--- src/design/rbec_pkg.sv ---
// Shared types, constants and helpers for the rotating beacon edge capture block.
package rbec_pkg;

	// Table and time geometry
	localparam int BEACON_SLOTS = 8;
	localparam int TIME_BITS    = 32;
	localparam int IDX_W        = (BEACON_SLOTS > 1) ? $clog2(BEACON_SLOTS) : 1;
	localparam int CNT_W        = $clog2(BEACON_SLOTS + 1);
	localparam int STAT_W       = 8;

	// Event kinds carried on the input tuser bit
	localparam logic EVT_TICK  = 1'b0;
	localparam logic EVT_LASER = 1'b1;

	// Acquisition mode
	typedef enum logic [1:0] {
		ACQ_DISABLED = 2'd0,
		ACQ_IGNORE   = 2'd1,
		ACQ_STD      = 2'd2,
		ACQ_LAST     = 2'd3
	} acq_mode_t;

	// Controller states
	typedef enum logic {
		ST_IDLE = 1'b0,
		ST_SEND = 1'b1
	} ctl_state_t;

	// Controller to datapath commands
	typedef struct packed {
		logic take;    // input beat accepted this cycle
		logic start;   // accepted tick commits: load first result beat
		logic next;    // result beat taken, more follow: load next slot
		logic finish;  // final result beat taken: clear the record
	} dp_cmd_t;

	// Datapath to controller status
	typedef struct packed {
		logic commit;  // the offered input beat would commit a record
		logic last;    // the held result beat is the final one
	} dp_stat_t;

	// Saturating increment of an 8-bit statistic
	function automatic logic [STAT_W-1:0] sat_inc(input logic [STAT_W-1:0] v);
		return (v == {STAT_W{1'b1}}) ? v : v + STAT_W'(1);
	endfunction

endpackage

--- src/design/rotating_beacon_edge_capture.sv ---
// Top level of the rotating beacon edge capture block: stream ports and packing.
//
//  channel | dir | tdata                       | tuser        | tlast
//  s_*     | in  | laser_level, timestamp      | event_kind   | -
//  m_*     | out | rotation record slot fields | slot_valid   | last
//
// A laser event or an extending tick is accepted whenever the controller is idle.
// A committing tick is accepted and then followed by max(1, beacons) result beats, each
// sent while m_tready is high; the result register sends one slot a beat.
// s_tready is low while a record is being sent; m_tready low holds the beat.
// arst_n clears mode, counts, statistics and the controller; the first tick
// after reset emits an all-zero record.
module rotating_beacon_edge_capture
	import rbec_pkg::*;
(
	input  logic         clk,
	input  logic         arst_n,
	input  logic         s_tvalid,
	output logic         s_tready,
	input  logic [39:0]  s_tdata,   // laser_level[0], timestamp[32:1], zero pad[39:33]
	input  logic         s_tuser,   // event_kind[0]
	output logic         m_tvalid,
	input  logic         m_tready,
	// rotation_start[31:0], rotation_end[63:32], beacon_total[67:64],
	// beacon_index[70:68], fall_time[102:71], rise_time[134:103],
	// overflow_count[142:135], overlap_count[150:143],
	// unexpected_count[158:151], zero pad[159]
	output logic [159:0] m_tdata,
	output logic         m_tuser,   // slot_valid[0]
	output logic         m_tlast
);

	dp_cmd_t              cmd;
	dp_stat_t             stat;
	logic [TIME_BITS-1:0] rotation_start;
	logic [TIME_BITS-1:0] rotation_end;
	logic [CNT_W-1:0]     beacon_total;
	logic [IDX_W-1:0]     beacon_index;
	logic [TIME_BITS-1:0] fall_time;
	logic [TIME_BITS-1:0] rise_time;
	logic [STAT_W-1:0]    overflow_count;
	logic [STAT_W-1:0]    overlap_count;
	logic [STAT_W-1:0]    unexpected_count;

	// Sequencer
	rbec_ctrl u_ctrl (
		.clk      (clk),
		.arst_n   (arst_n),
		.s_tvalid (s_tvalid),
		.s_tready (s_tready),
		.m_tvalid (m_tvalid),
		.m_tready (m_tready),
		.stat     (stat),
		.cmd      (cmd)
	);

	// Capture state and result register
	rbec_dpath u_dpath (
		.clk              (clk),
		.arst_n           (arst_n),
		.cmd              (cmd),
		.stat             (stat),
		.in_kind          (s_tuser),
		.in_level         (s_tdata[0]),
		.in_time          (s_tdata[32:1]),
		.rotation_start   (rotation_start),
		.rotation_end     (rotation_end),
		.beacon_total     (beacon_total),
		.beacon_index     (beacon_index),
		.fall_time        (fall_time),
		.rise_time        (rise_time),
		.slot_valid       (m_tuser),
		.overflow_count   (overflow_count),
		.overlap_count    (overlap_count),
		.unexpected_count (unexpected_count),
		.last             (m_tlast)
	);

	// Output beat packing
	assign m_tdata = {1'b0, unexpected_count, overlap_count, overflow_count, rise_time,
		fall_time, beacon_index, beacon_total, rotation_end, rotation_start};

endmodule

--- src/design/rbec_ctrl.sv ---
// Controller: accepts events and sequences the result beats of a committed record.
module rbec_ctrl
	import rbec_pkg::*;
(
	input  logic     clk,
	input  logic     arst_n,
	input  logic     s_tvalid,
	output logic     s_tready,
	output logic     m_tvalid,
	input  logic     m_tready,
	input  dp_stat_t stat,
	output dp_cmd_t  cmd
);

	ctl_state_t state_q, state_d;

	// State register
	always_ff @(posedge clk or negedge arst_n) begin
		if (!arst_n) begin
			state_q <= ST_IDLE;
		end else begin
			state_q <= state_d;
		end
	end

	// Next state and commands
	always_comb begin
		state_d  = state_q;
		s_tready = 1'b0;
		m_tvalid = 1'b0;
		cmd      = '0;
		case (state_q)
			ST_IDLE: begin
				s_tready = 1'b1;
				if (s_tvalid) begin
					cmd.take = 1'b1;
					if (stat.commit) begin
						cmd.start = 1'b1;
						state_d   = ST_SEND;
					end
				end
			end
			ST_SEND: begin
				m_tvalid = 1'b1;
				if (m_tready) begin
					if (stat.last) begin
						cmd.finish = 1'b1;
						state_d    = ST_IDLE;
					end else begin
						cmd.next = 1'b1;
					end
				end
			end
			default: begin
				state_d = ST_IDLE;
			end
		endcase
	end

endmodule

--- src/design/rbec_dpath.sv ---
// Datapath: acquisition mode, beacon edge table, statistics and the result register.
module rbec_dpath
	import rbec_pkg::*;
(
	input  logic                 clk,
	input  logic                 arst_n,
	input  dp_cmd_t              cmd,
	output dp_stat_t             stat,
	input  logic                 in_kind,
	input  logic                 in_level,
	input  logic [TIME_BITS-1:0] in_time,
	output logic [TIME_BITS-1:0] rotation_start,
	output logic [TIME_BITS-1:0] rotation_end,
	output logic [CNT_W-1:0]     beacon_total,
	output logic [IDX_W-1:0]     beacon_index,
	output logic [TIME_BITS-1:0] fall_time,
	output logic [TIME_BITS-1:0] rise_time,
	output logic                 slot_valid,
	output logic [STAT_W-1:0]    overflow_count,
	output logic [STAT_W-1:0]    overlap_count,
	output logic [STAT_W-1:0]    unexpected_count,
	output logic                 last
);

	// Record state
	acq_mode_t                mode_q;
	logic [CNT_W-1:0]         count_q;
	logic [TIME_BITS-1:0]     open_q;
	logic [TIME_BITS-1:0]     close_q;
	logic [TIME_BITS-1:0]     fall_q [BEACON_SLOTS];
	logic [TIME_BITS-1:0]     rise_q [BEACON_SLOTS];
	logic [BEACON_SLOTS-1:0]  fall_ok_q;
	logic [STAT_W-1:0]        drop_q;
	logic [STAT_W-1:0]        ext_q;
	logic [STAT_W-1:0]        surp_q;
	logic [TIME_BITS-1:0]     pend_q;
	logic [IDX_W-1:0]         emit_idx_q;

	// Result register
	logic [TIME_BITS-1:0]     o_start_q;
	logic [TIME_BITS-1:0]     o_end_q;
	logic [CNT_W-1:0]         o_total_q;
	logic [IDX_W-1:0]         o_index_q;
	logic [TIME_BITS-1:0]     o_fall_q;
	logic [TIME_BITS-1:0]     o_rise_q;
	logic                     o_valid_q;
	logic [STAT_W-1:0]        o_drop_q;
	logic [STAT_W-1:0]        o_ext_q;
	logic [STAT_W-1:0]        o_surp_q;
	logic                     o_last_q;

	// Event decode
	logic                     beam;
	logic                     is_tick;
	logic                     slot_free;
	logic [IDX_W-1:0]         widx;
	acq_mode_t                mode_lo;
	logic                     laser_on;
	logic                     rise_wr;
	logic                     drop_inc;
	logic                     fall_wr;
	logic                     extend;
	logic [TIME_BITS-1:0]     close_next;

	assign beam       = (in_level == 1'b0);
	assign is_tick    = (in_kind == EVT_TICK);
	assign slot_free  = (count_q < CNT_W'(BEACON_SLOTS));
	assign widx       = count_q[IDX_W-1:0];
	assign mode_lo    = (mode_q == ACQ_LAST) ? ACQ_DISABLED : mode_q;
	assign laser_on   = cmd.take && !is_tick && (mode_q != ACQ_DISABLED);
	assign rise_wr    = laser_on && !beam && (mode_lo != ACQ_IGNORE) && slot_free;
	assign drop_inc   = laser_on && !beam && (mode_lo != ACQ_IGNORE) && !slot_free;
	assign fall_wr    = laser_on && beam && slot_free;
	assign extend     = cmd.take && is_tick && beam && (mode_q == ACQ_STD);
	assign close_next = (mode_q != ACQ_DISABLED) ? in_time : close_q;

	assign stat.commit = is_tick && !(beam && (mode_q == ACQ_STD));
	assign stat.last   = o_last_q;

	// Slot read for the result beat being loaded
	logic [IDX_W-1:0]         rd_idx;
	logic [CNT_W-1:0]         rd_ext;
	logic                     rd_valid;
	logic                     rd_last;
	logic [TIME_BITS-1:0]     rd_fall;
	logic [TIME_BITS-1:0]     rd_rise;

	assign rd_idx   = cmd.start ? '0 : emit_idx_q + IDX_W'(1);
	assign rd_ext   = CNT_W'(rd_idx);
	assign rd_valid = (rd_ext < count_q);
	assign rd_last  = (count_q == '0) || ((rd_ext + CNT_W'(1)) == count_q);
	assign rd_fall  = (rd_valid && fall_ok_q[rd_idx]) ? fall_q[rd_idx] : '0;
	assign rd_rise  = rd_valid ? rise_q[rd_idx] : '0;

	// Mode, counts, statistics, record times and emit index
	always_ff @(posedge clk or negedge arst_n) begin
		if (!arst_n) begin
			mode_q     <= ACQ_DISABLED;
			count_q    <= '0;
			open_q     <= '0;
			close_q    <= '0;
			fall_ok_q  <= '0;
			drop_q     <= '0;
			ext_q      <= '0;
			surp_q     <= '0;
			emit_idx_q <= '0;
		end else begin
			if (cmd.take) begin
				if (is_tick) begin
					if (mode_q != ACQ_DISABLED) begin
						close_q <= in_time;
					end
					if (extend) begin
						mode_q <= ACQ_LAST;
						ext_q  <= sat_inc(ext_q);
					end else begin
						mode_q <= (mode_q == ACQ_DISABLED) ? ACQ_IGNORE : ACQ_STD;
					end
				end else if (mode_q != ACQ_DISABLED) begin
					if (mode_q == ACQ_LAST && beam) begin
						surp_q <= sat_inc(surp_q);
					end
					if (!beam && mode_lo == ACQ_IGNORE) begin
						mode_q <= ACQ_STD;
					end else begin
						mode_q <= mode_lo;
					end
				end
			end
			if (rise_wr) begin
				count_q <= count_q + CNT_W'(1);
			end
			if (drop_inc) begin
				drop_q <= sat_inc(drop_q);
			end
			if (fall_wr) begin
				fall_ok_q[widx] <= 1'b1;
			end
			if (cmd.start || cmd.next) begin
				emit_idx_q <= rd_idx;
			end
			// record sent: start a fresh rotation at the committing tick
			if (cmd.finish) begin
				count_q   <= '0;
				open_q    <= pend_q;
				close_q   <= '0;
				fall_ok_q <= '0;
				drop_q    <= '0;
				ext_q     <= '0;
				surp_q    <= '0;
			end
		end
	end

	// Edge table, pending tick time and result beat
	always_ff @(posedge clk) begin
		if (fall_wr) begin
			fall_q[widx] <= in_time;
		end
		if (rise_wr) begin
			rise_q[widx] <= in_time;
		end
		if (cmd.start) begin
			pend_q    <= in_time;
			o_start_q <= open_q;
			o_end_q   <= close_next;
			o_total_q <= count_q;
			o_drop_q  <= drop_q;
			o_ext_q   <= ext_q;
			o_surp_q  <= surp_q;
		end
		if (cmd.start || cmd.next) begin
			o_index_q <= rd_idx;
			o_fall_q  <= rd_fall;
			o_rise_q  <= rd_rise;
			o_valid_q <= rd_valid;
			o_last_q  <= rd_last;
		end
	end

	assign rotation_start   = o_start_q;
	assign rotation_end     = o_end_q;
	assign beacon_total     = o_total_q;
	assign beacon_index     = o_index_q;
	assign fall_time        = o_fall_q;
	assign rise_time        = o_rise_q;
	assign slot_valid       = o_valid_q;
	assign overflow_count   = o_drop_q;
	assign overlap_count    = o_ext_q;
	assign unexpected_count = o_surp_q;
	assign last             = o_last_q;

endmodule

--- config.mk ---
export PLATFORM = sky130hd
export DESIGN_NAME = rotating_beacon_edge_capture
export DESIGN_NICKNAME = d
export VERILOG_FILES = /design/src/design/rbec_pkg.sv /design/src/design/rotating_beacon_edge_capture.sv /design/src/design/rbec_ctrl.sv /design/src/design/rbec_dpath.sv
export SDC_FILE = /design/constraint.sdc
export NUM_CORES = 1
export LEC_CHECK = 0
export ABC_AREA = 1
export CORE_ASPECT_RATIO = 0.9
export CORE_MARGIN = 4
export CORE_UTILIZATION = 40
export DETAILED_ROUTE_END_ITERATION = 8
export DONT_BUFFER_PORTS = 1
export PLACE_DENSITY_LB_ADDON = 0.3
export SLEW_MARGIN = 5
export SYNTH_ARGS = -nofsm -noshare
export SYNTH_HDL_FRONTEND = slang
export SYNTH_SLANG_ARGS = --single-unit
--- constraint.sdc ---
create_clock -name clk -period 9.4 [get_ports clk]
set_input_delay 1.41 -clock clk [delete_from_list [all_inputs] [get_ports clk]]
set_output_delay 1.41 -clock clk [all_outputs]
set_load 0.01 [all_outputs]
Yosys cells after proc, flatten, opt, wreduce, memory -nomap -nowiden. Memories as Yosys holds them, arrays and structs flattened. A register that Yosys moved wholly into a read port is not among the register bits. Index checks and enable logic that the tools add are counted.

Bits in registers: 235. Memories kept: 2. Bits in writable memories: 512. Memory bits (read-only): 0. Input bits: 45. Latch bits: 0.

Shift-type cells: 0. Eq/ne operators: 13. Order comparisons: 5. Bitwise operators: 4. Multiply operators: 0. Muxes and demuxes: 49. $add $sub $neg: 6. Reductions and logical operators: 39. Div/mod/pow operators: 0.

Memory list: u_dpath.fall_q (words 8, bits a word 32, read ports 1, clocked after Yosys merged registers in 1, wr ports 1, line rbec_dpath.sv:30) `logic [TIME_BITS-1:0] fall_q [BEACON_SLOTS];`; u_dpath.rise_q (words 8, bits a word 32, read ports 1, clocked after Yosys merged registers in 1, wr ports 1, line rbec_dpath.sv:31) `logic [TIME_BITS-1:0] rise_q [BEACON_SLOTS];`.

Operator list (number): 32-bit 2-to-1 mux (4); 8-bit 2-to-1 mux (16); 8-bit by 1-bit adder with 8-bit output, second input constant (3); 8-bit == test, second input constant (3); 2-bit 2-to-1 mux (10); 2-bit nonzero test (9); 1-bit logical AND (17); 1-bit 2-to-1 mux (13); 3-bit by 4-bit < comparator with 1-bit output, second input constant (2); 4-bit 2-to-1 mux (2); 8-bit OR (1); 2-bit by 1-bit != test with 1-bit output, second input constant (3); 2-bit != test, second input constant (3); 2-bit AND reduction (3); 5-bit AND reduction (1); 3-bit by 1-bit adder with 4-bit output, second input constant (1); 4-bit by 1-bit adder with 4-bit output, second input constant (1); 2-bit == test, second input constant (2); 4-bit == test (1); 1-bit zero test (4); 4-bit zero test (1); 3-bit by 4-bit < comparator with 1-bit output (1); 4-bit < comparator, second input constant (1); 4-bit AND reduction (1); 10 further kinds (13).

Depth between registers and ports, before layout. Gate-level depths: netlist (run 1).

Word-level depth: 14. Depth in mapped cells: 17. Mapped depth without buffers: 13.

Cells and area by module. From an unflattened synthesis (run 1), not the netlist that was laid out.

Cells, all modules: 3015. Area total of the unflattened synthesis: 33168.1 um^2.

By module, submodules not included: rbec_dpath (cells an instance 3001, area an instance 33079.2 um^2, sequential area each 23797.8 um^2, times used 1); rbec_ctrl (cells an instance 12, area an instance 77.6 um^2, sequential area each 25.0 um^2, times used 1); rotating_beacon_edge_capture (cells an instance 2, area an instance 11.3 um^2, sequential area each 0.0 um^2, times used 1).

Worst setup path before layout (run 1). Ideal clock, no wire load.

Kind: input to register. From: input port s_tvalid. To: register u_dpath.o_total_q[0] (netlist: u_dpath.beacon_total[0]) (enable). Arrival time: 7.268 ns. Slack: 1.521 ns. Buffers on the path: 2. Setup time: 0.611 ns. Cell stages on the path: 6. Path through: inv_1 -> nor2_1 -> nand2_1 -> clkbuf_1 -> clkbuf_1 -> nor2_1.

RTL lines: from (decl) (line rotating_beacon_edge_capture.sv:18) `input logic s_tvalid,`; to (signal assigned) (line rbec_dpath.sv:167) `o_total_q <= count_q;`; to (decl) (line rbec_dpath.sv:42) `logic [CNT_W-1:0] o_total_q;`.

Worst setup path after layout (run 1).
From: input port s_tvalid. To: register u_dpath.o_fall_q[31] (netlist: u_dpath.fall_time[31]) (read register of u_dpath.fall_q) (data pin).

Longest elaborated chain between the ends: 7. Elaborated cells between the ends (all ways): 9. Classes of those cells: order compare: 1; mux: 5; reduce/logical: 3.

Ends and longest elaborated chain: 2-bit 2-to-1 mux (*) (line rbec_ctrl.sv:35) `if (s_tvalid) begin`; 2-bit 2-to-1 mux (*) (line rbec_ctrl.sv:32) `case (state_q)`; 3-bit 2-to-1 mux (line rbec_dpath.sv:88) `assign rd_idx = cmd.start ? '0 : emit_idx_q + IDX_W'(1);`; 1-bit binary-select mux with 3-bit select (line rbec_dpath.sv:92) `assign rd_fall = (rd_valid && fall_ok_q[rd_idx]) ? fall_q[rd_idx] : '0;`; 1-bit 2-to-1 mux (implied by the code) (line rbec_dpath.sv:92); 1-bit logical AND (line rbec_dpath.sv:92); 1-bit zero test (no line); to (decl) (line rbec_dpath.sv:44) `logic [TIME_BITS-1:0] o_fall_q;`.

Mark *: on every way between the ends. The rest lies on a longest branch, timed or not. The select of a mux whose other input is x is not followed. A chain may end at the register's enable or synchronous reset.

==> results of run 1 <==
==> critical path, stage by stage <==
cell,delay [ps]
nand2_1,60
nor2_2,210
nand2_4,470
nand2_2,180
buf_4,820
inv_2,80
ha_1,310
inv_1,50
nor2_1,30
o21a_1,190
o21ai_4,110
buf_4,440
nand3_1,140
buf_4,260
nor2_1,170
==> power by group through the flow <==
| stage | clock network, mW | registers [mW] | logic [mW] |
|---|---|---|---|
| floorplan | 0 | 4.88 | 2.70 |
| global placement | 0 | 5.00 | 3.59 |
| detailed placement | 0 | 5.01 | 3.66 |
| CTS | 3.24 | 4.94 | 3.68 |
| global route | 3.41 | 4.97 | 4.12 |
| finish | 3.17 | 4.92 | 3.65 |
==> path summary, 6_finish.rpt <==
| path | slack, ps | start | endpoint |
|---|---|---|---|
| min | 440 | u_dpath.pend_q[5] | u_dpath.open_q[5] |
| min reg2reg | 440 | u_dpath.pend_q[5] | u_dpath.open_q[5] |
| max reg2reg | 4910 | u_ctrl.state_q | u_dpath.fall_time[31] |
| min in group asynchronous | 490 | arst_n | u_dpath.close_q[17] |
| max | 4850 | s_tvalid | u_dpath.fall_time[31] |
| max in group asynchronous | 8730 | arst_n | u_dpath.open_q[7] |
==> area by class of cell <==
cell class | instances | area (sq um)
multi-input combinational | 1480 | 7189
tap | 1060 | 1326
inverter | 268 | 1012
timing repair buffer | 34 | 267.8
sequential | 811 | 23820
antenna | 3 | 7.507
fill | 7319 | 44780
clock buffer | 108 | 2221
clock inverter | 39 | 380.4
==> metrics by stage <==
step / area, sq um / instances / total power [mW] / util [%] / setup slack [ps]
after floorplan: 32620 / 2710 / 7.579 / - / 1521
after global placement: 33620 / 3653 / 8.587 / 41.50 / 4311
after detailed placement: 33620 / 3653 / 8.676 / 41.50 / 4199
after CTS: 36220 / 3800 / 11.87 / 44.71 / 4858
after global routing: 36220 / 3800 / 12.50 / 44.71 / 4600
final: 36230 / 3803 / 11.74 / 44.72 / 4854
==> metal layers <==
layer,wire length (um),vias to the layer above,global-route usage (%)
li1,-,9207,-
met1,33560,9801,24.23
met2,40880,619,32.80
met3,5778,131,4.012
met4,2327,4,5.633
met5,31,-,0
==> cell usage in the layout (no fill, tap or decap), drive strengths merged, types with 4 or more instances in the layout <==
cell / count
a211oi: 33
a21oi: 6
buf: 34
bufinv: 6
clkbuf: 108
clkinv: 32
dfrtp: 106
edfxtp: 705
ha: 10
inv: 266
nand2: 510
nand3: 192
nand3b: 32
nand4: 7
nor2: 340
nor3: 9
o2111ai: 32
o211ai: 64
o21a: 4
o21ai: 145
o31ai: 10
or2: 64
xnor2: 4
xor2: 12
==> cells by family after synthesis <==
logic type | count (synthesis) | synth area share [%]
xor+xnor | 16 | 0.4526
simple gates | 1156 | 15.04
other cells | 1 | 0.01150
buf+inv | 419 | 5.259
mux | 1 | 0.03452
flops | 811 | 73.03
compound gates | 296 | 5.781
fa+ha+maj | 10 | 0.3836
==> sequential cells by signal, summed over array words and instances (netlist names), 8 cells and up <==
| name | cells |
|---|---|
| u_dpath.fall_q | 256 |
| u_dpath.rise_q | 256 |
| u_dpath.close_q | 32 |
| u_dpath.fall_time | 32 |
| u_dpath.open_q | 32 |
| u_dpath.pend_q | 32 |
| u_dpath.rise_time | 32 |
| u_dpath.rotation_end | 32 |
| u_dpath.rotation_start | 32 |
| u_dpath.drop_q | 8 |
| u_dpath.ext_q | 8 |
| u_dpath.fall_ok_q | 8 |
| u_dpath.overflow_count | 8 |
| u_dpath.overlap_count | 8 |
| u_dpath.surp_q | 8 |
| u_dpath.unexpected_count | 8 |
==> impl_metrics.ini, run 1 <==
[grt]
antenna_found_initial = 7
grt_usage_pct = 19.01
overflow = 0
grt_first_pass_wirelength_mm = 122.5
grt_pass1_vias = 19470
grt_max_degree = 166

[layout]
areaGrowthSynthToFinish_pct = 11.06
layout.nets = 2731
layout-drive-gt1-share_pct = 8.759

[clocking]
clk_latency_ps = 620
cts_tree = built
cts_buffers = 81
path_clk_slew_ps = 60
post_cts_buffers = 0
cts_resized = 0
ctsLongestPathBuffers = 3
clkSinkCount = 811
cts_root_buffer = clkbuf_16
holdBufCountCts = 0
cts_max_level = 3

[sta]
clock_skew_ps = 20.90
worst_pin_slew_ps = 1224
period_minus_slack_ps = 4546
holdWs_ps = 442.1
slew_headroom_pct = 18.14
tns_ps = 0
setup_violations = 0
finalCritPeriodShare_pct = 48.37
slew_viol_final = 0
rsz0062_at_grt = false
hold_violations = 0
max_freq_ghz = 0.2200

[floorplanning]
die_y_um = 278.9
core_sq_um = 81010
die_w_um = 309.0
num_rows = 99
io_pins = 209
die_area_sq_um = 86190
start_util_pct = 40.27

[worst_setup_path]
cp.required_ps = 9860
reg2reg_depth = 16
cp_max_fo = 67
path_class = in -> reg
end_kind = register
cp-start-kind = input pin
crit_arrival_ps = 5010

[detailed_routing]
vias = 19760
final_antenna_net_count = 0
drt_iter0_drc = 1821
firstDrtPassIters = 5
vias_per_cell = 5.196
wl_mm = 82.59
remaining_drc_errors = 0
wl_per_cell_um = 21.72

[power_and_ir_drop]
leakage_nw = 13.77
switching_share_pct = 36.62
power.density_nw_per_um2 = 324.2
pwr-share-clk_pct = 27.0
power_frac_comb_pct = 31.1
pwr-share-seq_pct = 41.9
ir_drop_v = 0.0004744
p_sw_mw = 4.301
intPower_mw = 7.443

[yosys]
synthTopCellsByArea = edfxtp_1 65%, dfrtp_1 8.1%, nand2_1 5.8%
synth.most_common_cell = edfxtp_1
netlist_area_sq_um = 32620
syn_inst = 2710
synth_seq_cells = 811
seq_area_frac_synth_pct = 73.03
synth_warnings = 0
synthTopCellsByCount = 705 x edfxtp_1, 508 x nand2_1, 339 x nor2_1, 266 x inv_1, 192 x nand3_1
yosysUniqueCellTypes = 38
synth_edf_count = 705
async_reset_ff_share_pct = 13.07
avgSynthCellArea_sq_um = 12.04
synth_top_area_cell = edfxtp_1
netlist.area_leader.share_pct = 64.90
synth_ff_type = edfxtp_1
synth_fp_nets = 2765

[status]
status = completed

[hold_path]
min_delay_path_depth = 2
hp-class = reg -> reg

[placement]
port-buffer-count = 0
gp_congestion = 0.8052
dp_hpwl_mm = 44.29

[job]
drv_cap = 0
(Power assumes the default switching activity.)
==> run 2: changes to the inputs <==
Clock period 9.4 ns to 4.6 ns, I/O delays scaled along.
==> run 2 against run 1 <==
Effect of this change: utilization increased by 0.13 points; setup slack got worse by 3500 ps; non-clock buffer count increased by 6; die area unchanged; first-iteration DRC count increased by 3.5%; routed wire length increased by 0.30%; global-route usage about the same; worst hold slack got worse by 430 ps; cell area increased by 0.30%; clock-buffer cell count increased by 1; combinational power increased by 110%.
==> impl_metrics.ini, run 2 (same netlist as run 1, synthesis figures left out) <==
[grt]
grt_pass1_vias = 19440
grt_max_degree = 173
grt_usage_pct = 19.04
overflow = 0
antenna_found_initial = 9
grt_first_pass_wirelength_mm = 123.2

[sta]
slew_viol_final = 0
max_freq_ghz = 0.3070
rsz0062_at_grt = false
worst_pin_slew_ps = 1075
hold_violations = 0
holdWs_ps = 13.61
setup_violations = 0
slew_headroom_pct = 28.33
finalCritPeriodShare_pct = 70.80
tns_ps = 0
period_minus_slack_ps = 3257
clock_skew_ps = 21.18

[layout]
layout_commonest_cell = edfxtp_1
layout-drive-gt1-share_pct = 9.094
final_util_pct = 44.85
layout.nets = 2738
fillCellCount = 7269
seq_area_sq_um = 23820
reg_top3 = u_dpath.fall_q (256), u_dpath.rise_q (256)
final_cell_mix = 705 x edfxtp_1, 505 x nand2_1, 324 x nor2_1
areaGrowthSynthToFinish_pct = 11.40
multi_input_area_sq_um = 7214

[worst_setup_path]
reg2reg_depth = 12
cp-start-kind = register
worstReg2RegEnd = u_dpath.last
end_kind = register
rrSetupSlack_ps = 1340
crit_arrival_ps = 3640
cp_max_fo = 50
path_class = reg -> reg
r2r-start = u_ctrl.state_q
cp.required_ps = 4980

[clocking]
cts_tree = built
path_clk_slew_ps = 70
post_cts_buffers = 0
cts_buffers = 82
cts_max_level = 3
cts_root_buffer = clkbuf_16
holdBufCountCts = 1
clk_latency_ps = 630
clkSinkCount = 811
ctsLongestPathBuffers = 3
cts_resized = 0

[power_and_ir_drop]
switching_share_pct = 36.90
pwr-share-seq_pct = 41.9
intPower_mw = 15.15
p_sw_mw = 8.863
leakage_nw = 13.81
power.density_nw_per_um2 = 661.0
ir_drop_v = 0.0006613
power_frac_comb_pct = 31.2
pwr-share-clk_pct = 26.8
p_total_mw = 24.02

[placement]
dp_hpwl_mm = 44.69
port-buffer-count = 0
gp_congestion = 0.8226

[detailed_routing]
drt_iter0_drc = 1885
firstDrtPassIters = 8
vias_per_cell = 5.211
vias = 19890
wl_mm = 82.84
wl_per_cell_um = 21.70
remaining_drc_errors = 0
final_antenna_net_count = 0

[floorplanning]
io_pins = 209
die_y_um = 278.9
die_w_um = 309.0
core_sq_um = 81010
die_area_sq_um = 86190
num_rows = 99
start_util_pct = 40.27

[status]
status = completed

[hold_path]
hp-class = in -> async

[job]
drv_cap = 0
-- run 2: power by group through the flow --
stage	sequential, mW	clock, mW	combinational [mW]
after floorplan	9.94	0	5.51
after global placement	10.2	0	7.31
after detailed placement	10.3	0	7.52
after CTS	10.1	6.58	7.58
after global routing	10.2	6.89	8.55
final	10.1	6.45	7.50
-- run 2: stage by stage --
stage	instance area, sq um	instances	setup slack (ps)
global route	36320	3809	1112
CTS	36320	3809	1353
global placement	33700	3658	1323
finish	36340	3817	1343
floorplan	32630	2710	9.149
detailed placement	33700	3658	1205
-- run 2: area by class of cell --
cell class                      count  area share (%)
Sequential cell                   811           65.56
Multi-Input combinational cell   1480           19.85
Clock buffer                      109           6.126
Tap cell                         1060           3.650
Inverter                          268           2.782
Clock inverter                     41          0.9848
Timing Repair Buffer               40          0.9848
Antenna cell                        8         0.05509
-- run 2: worst max-delay path by stage --
stage,from,to,slack (ps)
finish,u_ctrl.state_q,u_dpath.last,1340
global route,u_ctrl.state_q,u_dpath.last,1110
CTS,u_ctrl.state_q,u_dpath.last,1350
detailed placement,s_tdata[0],u_dpath.last,1210
global placement,s_tdata[0],u_dpath.last,1320
floorplan,m_tready,u_dpath.emit_idx_q[1],9
-- run 2: critical path, stage by stage (launching register included) --
cell and delay, ps:
dfrtp_1 470, inv_2 150, nand2_1 130, nor2_2 70, nand2_4 170, nand2_2 80, inv_2 380, buf_4 690
ha_1 300, xor2_1 210, xor2_1 110, nand4_1 130, nand2_1 50
-- run 2: metal layers --
layer	wire length (um)	track usage [%]
met1	33890	25.31
met2	40020	31.34
met4	2572	6.326
met3	6319	4.073
met5	32	0
==> run 3: changes to the inputs <==
Settings changed: ABC_AREA 1 to 0.
Clock period 4.6 ns to 3 ns, I/O delays scaled along.
==> run 3 against run 2 <==
Effect of this change: utilization increased by 2.3 points; setup slack worse by 1100 ps; clock skew grew 7.1 ps; synthesized area fell by 6.2%; register-to-register slack worse by 1100 ps; critical path depth decreased by 2; highest routed layer unchanged; routed wire length fell by 3.4%; critical endpoint is now u_dpath.fall_time[9]; die area is 6.0% lower; sequential power increased by 47%.
==> impl_metrics.ini, run 3 <==
[status]
status = completed

[placement]
placed_area_sq_um = 32420
port-buffer-count = 0
place_ws_ps = 179.4
placed_cells = 2762
gp_congestion = 0.7704
dp_hpwl_mm = 43.83

[clocking]
cts_max_level = 3
ctsLongestPathBuffers = 3
path_clk_slew_ps = 60
cts_buffers = 83
cts_root_buffer = clkbuf_16
clk_latency_ps = 620
cts_tree = built
clkSinkCount = 811
cts_resized = 0
post_cts_buffers = 0

[worst_setup_path]
cp-start-kind = register
cp-startpoint = u_ctrl.state_q
end_kind = register
crit_arrival_ps = 3230
reg2reg_depth = 10
rrSetupSlack_ps = 240
worstReg2RegEnd = u_dpath.fall_time[9]
path_class = reg -> reg
cp.required_ps = 3470
r2r-start = u_ctrl.state_q
cp_max_fo = 33

[power_and_ir_drop]
pwr-share-seq_pct = 44.8
p_total_mw = 32.93
power_frac_comb_pct = 24.9
leakage_nw = 11.82
power.density_nw_per_um2 = 928.6
p_sw_mw = 10.16
switching_share_pct = 30.84
ir_drop_v = 0.0007281
pwr-share-clk_pct = 30.2
intPower_mw = 22.77

[hold_path]
hold_path_startpoint = s_tdata[5]
hold_end = u_dpath.rotation_end[4]
min_delay_path_depth = 1
hp-class = in -> reg

[sta]
holdWs_ps = 63.43
tns_ps = 0
hold_violations = 0
setup_violations = 0
clock_skew_ps = 28.23
slew_headroom_pct = 32.96
layout_setup_ws_ps = 235.4
max_freq_ghz = 0.3617
rsz0062_at_grt = false
period_minus_slack_ps = 2765
worst_pin_slew_ps = 1002
slew_viol_final = 0
finalCritPeriodShare_pct = 92.15

[grt]
grt_max_degree = 107
grt_pass1_vias = 16560
overflow = 0
grt_usage_pct = 19.69
grt_first_pass_wirelength_mm = 116.3
antenna_found_initial = 15

[layout]
final_area_sq_um = 35460
areaGrowthSynthToFinish_pct = 15.89
layout_commonest_cell = edfxtp_1
stdcell_count = 2964
final_util_pct = 47.13
reg_top3 = u_dpath.fall_q (256), u_dpath.rise_q (256)
layout-drive-gt1-share_pct = 16.23
layout.nets = 1919
final_cell_mix = 705 x edfxtp_1, 186 x nand2_1, 105 x dfrtp_1

[detailed_routing]
drt_iter0_drc = 1539
final_antenna_net_count = 0
firstDrtPassIters = 5
wl_per_cell_um = 27.00
remaining_drc_errors = 0
vias_per_cell = 5.482
vias = 16250
wl_mm = 80.02

[yosys]
synth_fp_nets = 1828
synthTopCellsByCount = 705 x edfxtp_1, 188 x nand2_1, 106 x dfrtp_1, 74 x a21oi_1, 74 x nor2_1
synth_top_area_cell = edfxtp_1
syn_inst = 1773
synth.most_common_cell = edfxtp_1
seq_area_frac_synth_pct = 77.86
synth_seq_cells = 811
synth-simple-area-share_pct = 6.056
synth-compound-area-share_pct = 4.968
async_reset_ff_share_pct = 13.07
synth_xor_area_share_pct = 0.7401
synth_fa_ha_area_share_pct = 0.4089
synth_top_family_by_area = multiplexers
netlist.area_leader.share_pct = 69.19
yosysUniqueCellTypes = 59
synthTopCellsByArea = edfxtp_1 69%, dfrtp_1 8.7%, mux4_2 4.7%
avgSynthCellArea_sq_um = 17.26
synth_edf_count = 705
synth_ff_type = edfxtp_1
muxShareOfSynthArea_pct = 8.248
synth_warnings = 0
netlist_area_sq_um = 30600

[job]
drv_cap = 0

[floorplanning]
start_util_pct = 40.67
die_area_sq_um = 80990
io_pins = 209
num_rows = 95
die_w_um = 299.5
die_y_um = 270.4
core_sq_um = 75240
## run 3: worst max-delay path by stage
stage | end | depth (start not counted)
floorplan | u_dpath.rise_q[3][0] | 5
global placement | u_dpath.fall_time[7] | 10
detailed placement | u_dpath.fall_time[16] | 10
CTS | u_dpath.fall_time[9] | 10
global route | u_dpath.fall_time[10] | 10
finish | u_dpath.fall_time[9] | 10
## run 3: cell type report
| class | instances | area [sq um] |
|---|---|---|
| antenna | 17 | 42.54 |
| clock buffer | 115 | 2311 |
| clock inverter | 35 | 316.6 |
| fill | 6294 | 39780 |
| inverter | 16 | 66.31 |
| multi-input combinational | 849 | 6457 |
| sequential | 811 | 23830 |
| tap | 1018 | 1274 |
| timing repair buffer | 103 | 1166 |
## run 3: worst max-delay path: stages (launching register included)
cell     delay, ps
dfrtp_1        370
or3b_1         440
buf_4          300
o21ai_4        200
ha_1           160
nor2b_1         40
o21ai_1        190
nand2_2        150
o32ai_4        310
buf_12         240
and3_1         190
## run 3: repair_timing
item,4_1_cts,5_1_grt
hold endpoints to repair,651,0
hold buffers,35,0
endpoints found under the setup margin,0,0
## run 3: per-layer routing
metal / vias to the layer above / GRT usage, % / share of wire [%]
met5: - / 0 / 0.011
met4: 2 / 6.567 / 3.0
met3: 133 / 4.718 / 7.4
met2: 556 / 33.12 / 50
met1: 8465 / 25.20 / 40
li1: 7093 / - / -
## run 3: cell families (layout without fill, tap and decap cells)
group	after synthesis	count (layout)
adders and majority gates	10	10
DFF	811	811
buffers and inverters	113	269
muxes	168	168
xor gates and xnor gates	25	25
other	1	18
AOI/OAI and AO/OA	232	232
and+or+nand+nor	413	413
## run 3: power by group through the flow
| stage | sequential (mW) | combinational, mW | clock [mW] |
|---|---|---|---|
| after floorplan | 14.6 | 5.54 | 0 |
| after global placement | 15.0 | 7.96 | 0 |
| after detailed placement | 15.0 | 8.11 | 0 |
| after CTS | 14.8 | 8.35 | 10.2 |
| after global routing | 14.9 | 8.98 | 10.6 |
| final | 14.8 | 8.21 | 9.96 |
